### src/hw/rtl/nmf_pkg.sv
// Shared types and constants of the 3x3 neighbour mean filter.
// Used by every filter module but nmf_ram, and by the testbench; no dependencies.

package nmf_pkg;

    // Default sizes, handed to the top level parameters
    localparam int NMF_MAX_WIDTH  = 1024;
    localparam int NMF_PIXEL_BITS = 16;

    // Register widths and counters
    localparam int FW_BITS       = 11;
    localparam int FH_BITS       = 12;
    localparam int ROW_BITS      = FH_BITS + 1;
    localparam int CFG_IDX_BITS  = 2;
    localparam int CFG_DATA_BITS = 12;

    // Register reset values
    localparam logic [FW_BITS-1:0] FW_RESET = FW_BITS'(4);
    localparam logic [FH_BITS-1:0] FH_RESET = FH_BITS'(4);

    // Register indexes of the configuration channel
    localparam logic [CFG_IDX_BITS-1:0] REG_FRAME_WIDTH  = CFG_IDX_BITS'(0);
    localparam logic [CFG_IDX_BITS-1:0] REG_FRAME_HEIGHT = CFG_IDX_BITS'(1);

    // Item kinds carried on s_tuser
    localparam logic KIND_PIXEL = 1'b0;
    localparam logic KIND_DRAIN = 1'b1;

    // Per-transaction control handed from the sequencer to the window unit
    typedef struct packed {
        logic shift;        // window and line stores advance
        logic emit;         // this transaction produces a result
        logic first_col;    // result belongs to the last column of a row
        logic second_col;   // result belongs to the first column of a row
        logic width_one;    // frame is a single column wide
        logic top_edge;     // replicate the centre row upward
        logic bottom_edge;  // replicate the centre row downward
        logic frame_end;    // result of the frame's last pixel
    } nmf_ctrl_t;

endpackage

### src/hw/rtl/nmf_window_sum.sv
// 3x3 window registers, neighbour selection with edge replication, operand
// stage, sum of eight and output register. Depends on nmf_pkg.

module nmf_window_sum
    import nmf_pkg::*;
#(
    parameter int PIXEL_BITS = NMF_PIXEL_BITS
) (
    input  logic                  aclk,
    input  logic                  aresetn,
    input  nmf_ctrl_t             ctrl,
    input  logic [PIXEL_BITS-1:0] top_value,
    input  logic [PIXEL_BITS-1:0] mid_value,
    input  logic [PIXEL_BITS-1:0] new_value,
    output logic                  in_ready,
    output logic                  out_valid,
    input  logic                  out_ready,
    output logic [PIXEL_BITS-1:0] out_mean,
    output logic                  out_last
);

    localparam int SW = PIXEL_BITS + 3;

    logic [PIXEL_BITS-1:0] win_reg  [3][3];
    logic [PIXEL_BITS-1:0] win_next [3][3];
    logic [PIXEL_BITS-1:0] op_reg   [8];
    logic [PIXEL_BITS-1:0] op_next  [8];
    logic                  a_valid_reg;
    logic                  a_valid_next;
    logic                  a_last_reg;
    logic                  m_valid_reg;
    logic                  m_valid_next;
    logic                  m_last_reg;
    logic [PIXEL_BITS-1:0] m_mean_reg;
    logic                  advance;
    logic [1:0]            row_t;
    logic [1:0]            row_b;
    logic [1:0]            col_l;
    logic [1:0]            col_r;
    logic [SW-1:0]         sum;

    // Shifted window: columns move left, new column enters on the right
    always_comb begin
        for (int k = 0; k < 3; k++) begin
            win_next[k][0] = win_reg[k][1];
            win_next[k][1] = win_reg[k][2];
        end
        win_next[0][2] = top_value;
        win_next[1][2] = mid_value;
        win_next[2][2] = new_value;
    end

    // Pick the eight neighbours out of the shifted window
    always_comb begin
        row_t = ctrl.top_edge    ? 2'd1 : 2'd0;
        row_b = ctrl.bottom_edge ? 2'd1 : 2'd2;
        if (ctrl.first_col) begin
            col_l = ctrl.width_one ? 2'd1 : 2'd0;
            col_r = 2'd1;
        end else begin
            col_l = ctrl.second_col ? 2'd1 : 2'd0;
            col_r = 2'd2;
        end
        op_next[0] = win_next[row_t][col_l];
        op_next[1] = win_next[row_t][1];
        op_next[2] = win_next[row_t][col_r];
        op_next[3] = win_next[1][col_l];
        op_next[4] = win_next[1][col_r];
        op_next[5] = win_next[row_b][col_l];
        op_next[6] = win_next[row_b][1];
        op_next[7] = win_next[row_b][col_r];
    end

    // Advance the window on every accepted transaction that is not a dropped drain
    always_ff @(posedge aclk) begin
        if (!aresetn) begin
            for (int k = 0; k < 3; k++) begin
                for (int j = 0; j < 3; j++) begin
                    win_reg[k][j] <= '0;
                end
            end
        end else if (ctrl.shift) begin
            win_reg <= win_next;
        end
    end

    // Handshake of the operand stage and the output register
    assign advance      = !m_valid_reg || out_ready;
    assign in_ready     = !a_valid_reg || advance;
    assign a_valid_next = in_ready ? (ctrl.shift && ctrl.emit) : a_valid_reg;
    assign m_valid_next = advance ? a_valid_reg : m_valid_reg;

    always_ff @(posedge aclk) begin
        if (!aresetn) begin
            a_valid_reg <= 1'b0;
            m_valid_reg <= 1'b0;
        end else begin
            a_valid_reg <= a_valid_next;
            m_valid_reg <= m_valid_next;
        end
    end

    // Load the operands of an emitting transaction
    always_ff @(posedge aclk) begin
        if (in_ready) begin
            op_reg     <= op_next;
            a_last_reg <= ctrl.frame_end;
        end
    end

    // Add the eight neighbours
    always_comb begin
        sum = '0;
        for (int i = 0; i < 8; i++) begin
            sum = sum + SW'(op_reg[i]);
        end
    end

    // Drop three bits and hold the result until taken
    always_ff @(posedge aclk) begin
        if (advance) begin
            m_mean_reg <= sum[SW-1:3];
            m_last_reg <= a_last_reg;
        end
    end

    assign out_valid = m_valid_reg;
    assign out_mean  = m_mean_reg;
    assign out_last  = m_last_reg;

    // An emitting transaction always lands in the operand stage
    property p_emit_loaded;
        @(posedge aclk) disable iff (!aresetn)
        (ctrl.shift && ctrl.emit && in_ready) |=> a_valid_reg;
    endproperty
    a_emit_loaded: assert property (p_emit_loaded)
        else $error("emitting transaction lost before the operand stage");

    // A stalled output keeps its pending operands in place
    property p_stall_holds;
        @(posedge aclk) disable iff (!aresetn)
        (a_valid_reg && m_valid_reg && !out_ready) |=> (a_valid_reg && m_valid_reg);
    endproperty
    a_stall_holds: assert property (p_stall_holds)
        else $error("pending result dropped while the output stalled");

endmodule

### config.mk
export PLATFORM = sky130hd
export DESIGN_NAME = nmf_window_sum
export DESIGN_NICKNAME = d
export VERILOG_FILES = /design/src/hw/rtl/nmf_pkg.sv /design/src/hw/rtl/nmf_window_sum.sv
export SDC_FILE = /design/constraint.sdc
export NUM_CORES = 1
export LEC_CHECK = 0
export BUFFER_PORTS_ARGS = -buffer_cell sky130_fd_sc_hd__clkbuf_2
export CELL_PAD_IN_SITES_DETAIL_PLACEMENT = 0
export CELL_PAD_IN_SITES_GLOBAL_PLACEMENT = 2
export CORE_AREA = 2 2 179 181
export CTS_BUF_LIST = sky130_fd_sc_hd__clkbuf_4
export DETAILED_ROUTE_END_ITERATION = 10
export DIE_AREA = 0 0 181 183
export PLACE_DENSITY = 0.81
export SLEW_MARGIN = 20
export SYNTH_ARGS = -nofsm -noshare
export SYNTH_HDL_FRONTEND = slang
export SYNTH_SLANG_ARGS = --single-unit
### constraint.sdc
create_clock -name aclk -period 5.7 [get_ports aclk]
set_clock_uncertainty 0.05 [all_clocks]
set_input_delay 1.14 -clock aclk [delete_from_list [all_inputs] [get_ports aclk]]
set_output_delay 1.14 -clock aclk [all_outputs]
set_load 0.005 [all_outputs]
# Yosys cells after proc, flatten, opt, wreduce, memory -nomap -nowiden
# Cells that the tools add are included.
[totals]
ff_bits = 244
inputBits = 59
[classes]
add_sub_neg = 7
order_cmp = 4
muxes = 30
n_bitwise = 4
n_reduce_logical = 5
[op_table]
columns = ["operator", "n"]
rows = [
  ["binary-select mux 16 bit (select 2 bit)", 6],
  ["binary-select mux 48 bit (select 2 bit)", 2],
  ["2-to-1 mux 16 bit", 12],
  ["2-to-1 mux 48 bit", 4],
  ["adder 19 x 16 -> 19 bit", 4],
  ["adder 18 x 16 -> 19 bit", 1],
  ["adder 17 x 16 -> 18 bit", 1],
  ["adder 16 x 16 -> 17 bit", 1],
  [">= comparator 3 bit (second input constant)", 4],
  ["inverter 2 -> 3 bit", 3],
  ["2-to-1 mux 1 bit", 4],
  ["2-to-1 mux 2 bit", 2],
  ["inverter 1 -> 3 bit", 1],
  ["logical NOT 1 bit", 2],
  ["logical OR 1 bit", 2],
  ["logical AND 1 bit", 1],
]

# Logic depth before layout (Yosys ltp)
[depth]
depth_word = 8
depth_mapped = 16
ltp_nobuf = 16

# Least setup slack after synthesis
# Ideal clock, no wire load.
[synth_path]
kind = "input to output"
from = "input out_ready"
to = "output in_ready"
t_arrival_ns = 3.951
setup_slack_ns = 0.559
cell_stages = 2
path_buffers = 0
path_cell_list = "nor2b_1 nand2_1"
[synth_via]
elab_chain_cells = 2
[synth_rtl]
columns = ["item", "line_no", "rtl"]
rows = [
  ["start: declaration", "nmf_window_sum.sv:17", "input logic out_ready,"],
  ["logical OR 1 bit", "nmf_window_sum.sv:88", "assign advance = !m_valid_reg || out_ready;"],
  ["logical OR 1 bit", "nmf_window_sum.sv:89", "assign in_ready = !a_valid_reg || advance;"],
  ["end: declaration", "nmf_window_sum.sv:15", "output logic in_ready,"],
]
# No other way between the ends.

# Worst setup path in the final report
[layout_path]
from = "register op_reg[50] in the netlist's numbering"
to = "register m_mean_reg[15], in the netlist out_mean[15] (data pin)"
[layout_via]
elab_chain_cells = 4
[layout_rtl]
columns = ["item", "line_no", "rtl"]
rows = [
  ["start: declaration", "nmf_window_sum.sv:26", "logic [PIXEL_BITS-1:0] op_reg [8];"],
  ["start signal: assignment", "nmf_window_sum.sv:106", "op_reg <= op_next;"],
  ["adder 19 x 16 -> 19 bit (4 in series)", "nmf_window_sum.sv:115", "sum = sum + SW'(op_reg[i]);"],
  ["net sum[18]", "nmf_window_sum.sv:40", "logic [SW-1:0] sum;"],
  ["end signal: assignment", "nmf_window_sum.sv:122", "m_mean_reg <= sum[SW-1:3];"],
  ["end: declaration", "nmf_window_sum.sv:34", "logic [PIXEL_BITS-1:0] m_mean_reg;"],
]
# The timed path passes the listed nets, and every way through them passes these cells.
# A chain may end at the register's enable or synchronous reset.

==> reports/qor.yml <==
path_class: "register to register"
synth_edf_count: 146
vias: 8216
yosysWarnings: 0
syn_inst: 1148
critPathMaxFanout: 3
post-route-period-util_pct: 78.6
yosysSeqAreaShare_pct: 46.7
cts.sinks: 244
use_met2_pct: 28.3
port_buffers: 77
syn_area_sq_um: 13600
antenna_found_initial: 2
postCtsSetupBuffers: 0
met3_usage_pct: 3.61
cts_resized: 0
place_hpwl_mm: 18.5
grt_usage_pct: 17.4
worst_slew_pin_slew_ps: 1010
worst-path-buf-inv: 2
start_util_pct: 43.5
cts_root_buffer: "clkbuf_4"
crit_required_ps: 6040
dp_slack_ps: 1230
setup_violations: 0
cpMaxStageDelayCell: "fa_1"
hp-class: "register to register"
core_sq_um: 31200
ys_types: 49
cts.path.max_buffers: 3
met1_usage_pct: 23.1
grt_setup_unrepaired: "no"
fp.dieArea_sq_um: 33100
synthFlopType: "edfxtp_1"
hold_viol: 0
ys_ff_latch: 244
endpoint_kind: "register"
rows: 65
grt-ovfl-total: 0
grt.busiest_layer: "met2"
crit_path_cell_trace: "inv_1, fa_1, inv_1, fa_1, fa_1, fa_1, nor2b_1, fa_1, a211oi_2, nor2_1, o21ai_2, o221ai_1, a221o_1"
dp.cells: 1584
irDropWorstVdd_mv: 0.365
total_power_mw: 7.37
largest_reg_flops: 128
power-per-cell-area_nw_per_um2: 481
layout_min_cycle_time_ps: 4480
finalWirelength_mm: 27.3
syn2layout_area_growth_pct: 12.7
startpoint_type: "register"
pin_count: 78
grt_pass1_wl_mm: 45.3
htree_levels: 3
whs_ps: 383
syn-num-nets: 1319
layout.cells.non_filler: 1717
placed_area_sq_um: 14300
fin_ws_ps: 1220
cts_tree: "built"
clkSlewWorstSetupHoldPaths_ps: 70
layout_common_cells: "192 x inv_1, 160 x mux2i_1, 146 x edfxtp_1"
max_freq_mhz: 223
synthArstFlopShare_pct: 0
place.gp.congestion: 0.784
drv_slew: 0
syn_avg_cell_area_sq_um: 11.8
crit_cells: 13
fin_area_sq_um: 15300
cp_common_cell: "fa_1"
ant_nets: 0
tns_ps: 0
whs_path_depth: 0
drc_errors: 0
cts_hold_buf: 0
cp.arrival_ps: 4820
r2r_cells: 13
final_nets: 1427
relSlewSlack_pct: 32.5
grt_max_degree: 73
layout_commonest_cell: "inv_1"
power.leakage_nw: 6.95
drt_iter0_markers: 347
dr.pass1.iters: 4
die_height_microns: 183
first_global_vias: 8714
die_w_microns: 181
cp_top_family: "adder cells"
wire_per_inst_microns: 15.9
max_stage_delay_ps: 560
viasPerCell: 4.79
drive_gt1_share_pct: 20.8
fin_util_pct: 49.0
cts_made_buffers: 72
drv_cap: 0
status: "finished clean"
clkLatencyLatePin_ps: 670
synthesized netlist by cell type (18+ instances only):
library cell	count	area [sq um]
a21oi_1	44	220
ha_1	18	225
o21ai_0	35	175
nor2b_1	98	613
nand2_1	42	158
mux2_2	64	721
mux2i_1	160	1600
fa_1	94	1880
dfxtp_1	98	1960
nor2_1	41	154
inv_1	192	721
edfxtp_1	146	4380
buf_2	31	155
power by group:
part / internal, mW / switching (mW) / total (mW)
Combinational: 1.36 / 1.98 / 3.34
Sequential: 2.20 / 0.0742 / 2.27
Clock: 0.991 / 0.762 / 1.75
Total: 4.55 / 2.81 / 7.37
cell type report:
class / count / area (sq um)
Antenna cell: 2 / 5.00
Clock buffer: 106 / 796
Clock inverter: 25 / 179
Fill cell: 2899 / 15900
Inverter: 192 / 721
Multi-Input combinational cell: 660 / 6290
Sequential cell: 244 / 6350
Tap cell: 402 / 503
Timing Repair Buffer: 86 / 472
worst register-to-register path, stage by stage (launching register included):
cell,delay (ps)
edfxtp_1,330
inv_1,60
fa_1,530
inv_1,60
fa_1,560
fa_1,430
fa_1,450
nor2b_1,160
fa_1,480
a211oi_2,260
nor2_1,100
o21ai_2,200
o221ai_1,200
a221o_1,360
cells by family (layout without fill, tap and decap cells):
logic type / after synthesis / after routing / synth area share (%)
mux: 225 / 225 / 17.2
other cells: 0 / 2 / 0
compound gates: 113 / 113 / 5.08
flops: 244 / 244 / 46.7
fa+ha+maj: 112 / 112 / 15.5
buf+inv: 244 / 409 / 7.09
xor+xnor: 10 / 10 / 0.645
simple gates: 200 / 200 / 7.73
worst paths after layout:
| kind | slack, ps | end | startpoint |
|---|---|---|---|
| worst max register to register | 1220 | out_mean[15] | op_reg[50] |
| worst max-delay path | 1220 | out_mean[15] | op_reg[50] |
| worst min register to register | 380 | out_last | a_last_reg |
| worst min-delay path | 380 | out_last | a_last_reg |
routing by layer:
| metal | wire, microns | vias up |
|---|---|---|
| met5 | 0 | - |
| met4 | 522 | 0 |
| met3 | 1170 | 45 |
| met2 | 12600 | 155 |
| met1 | 13000 | 3940 |
| li1 | - | 4076 |
No activity file was read; power rests on OpenSTA's default activity.
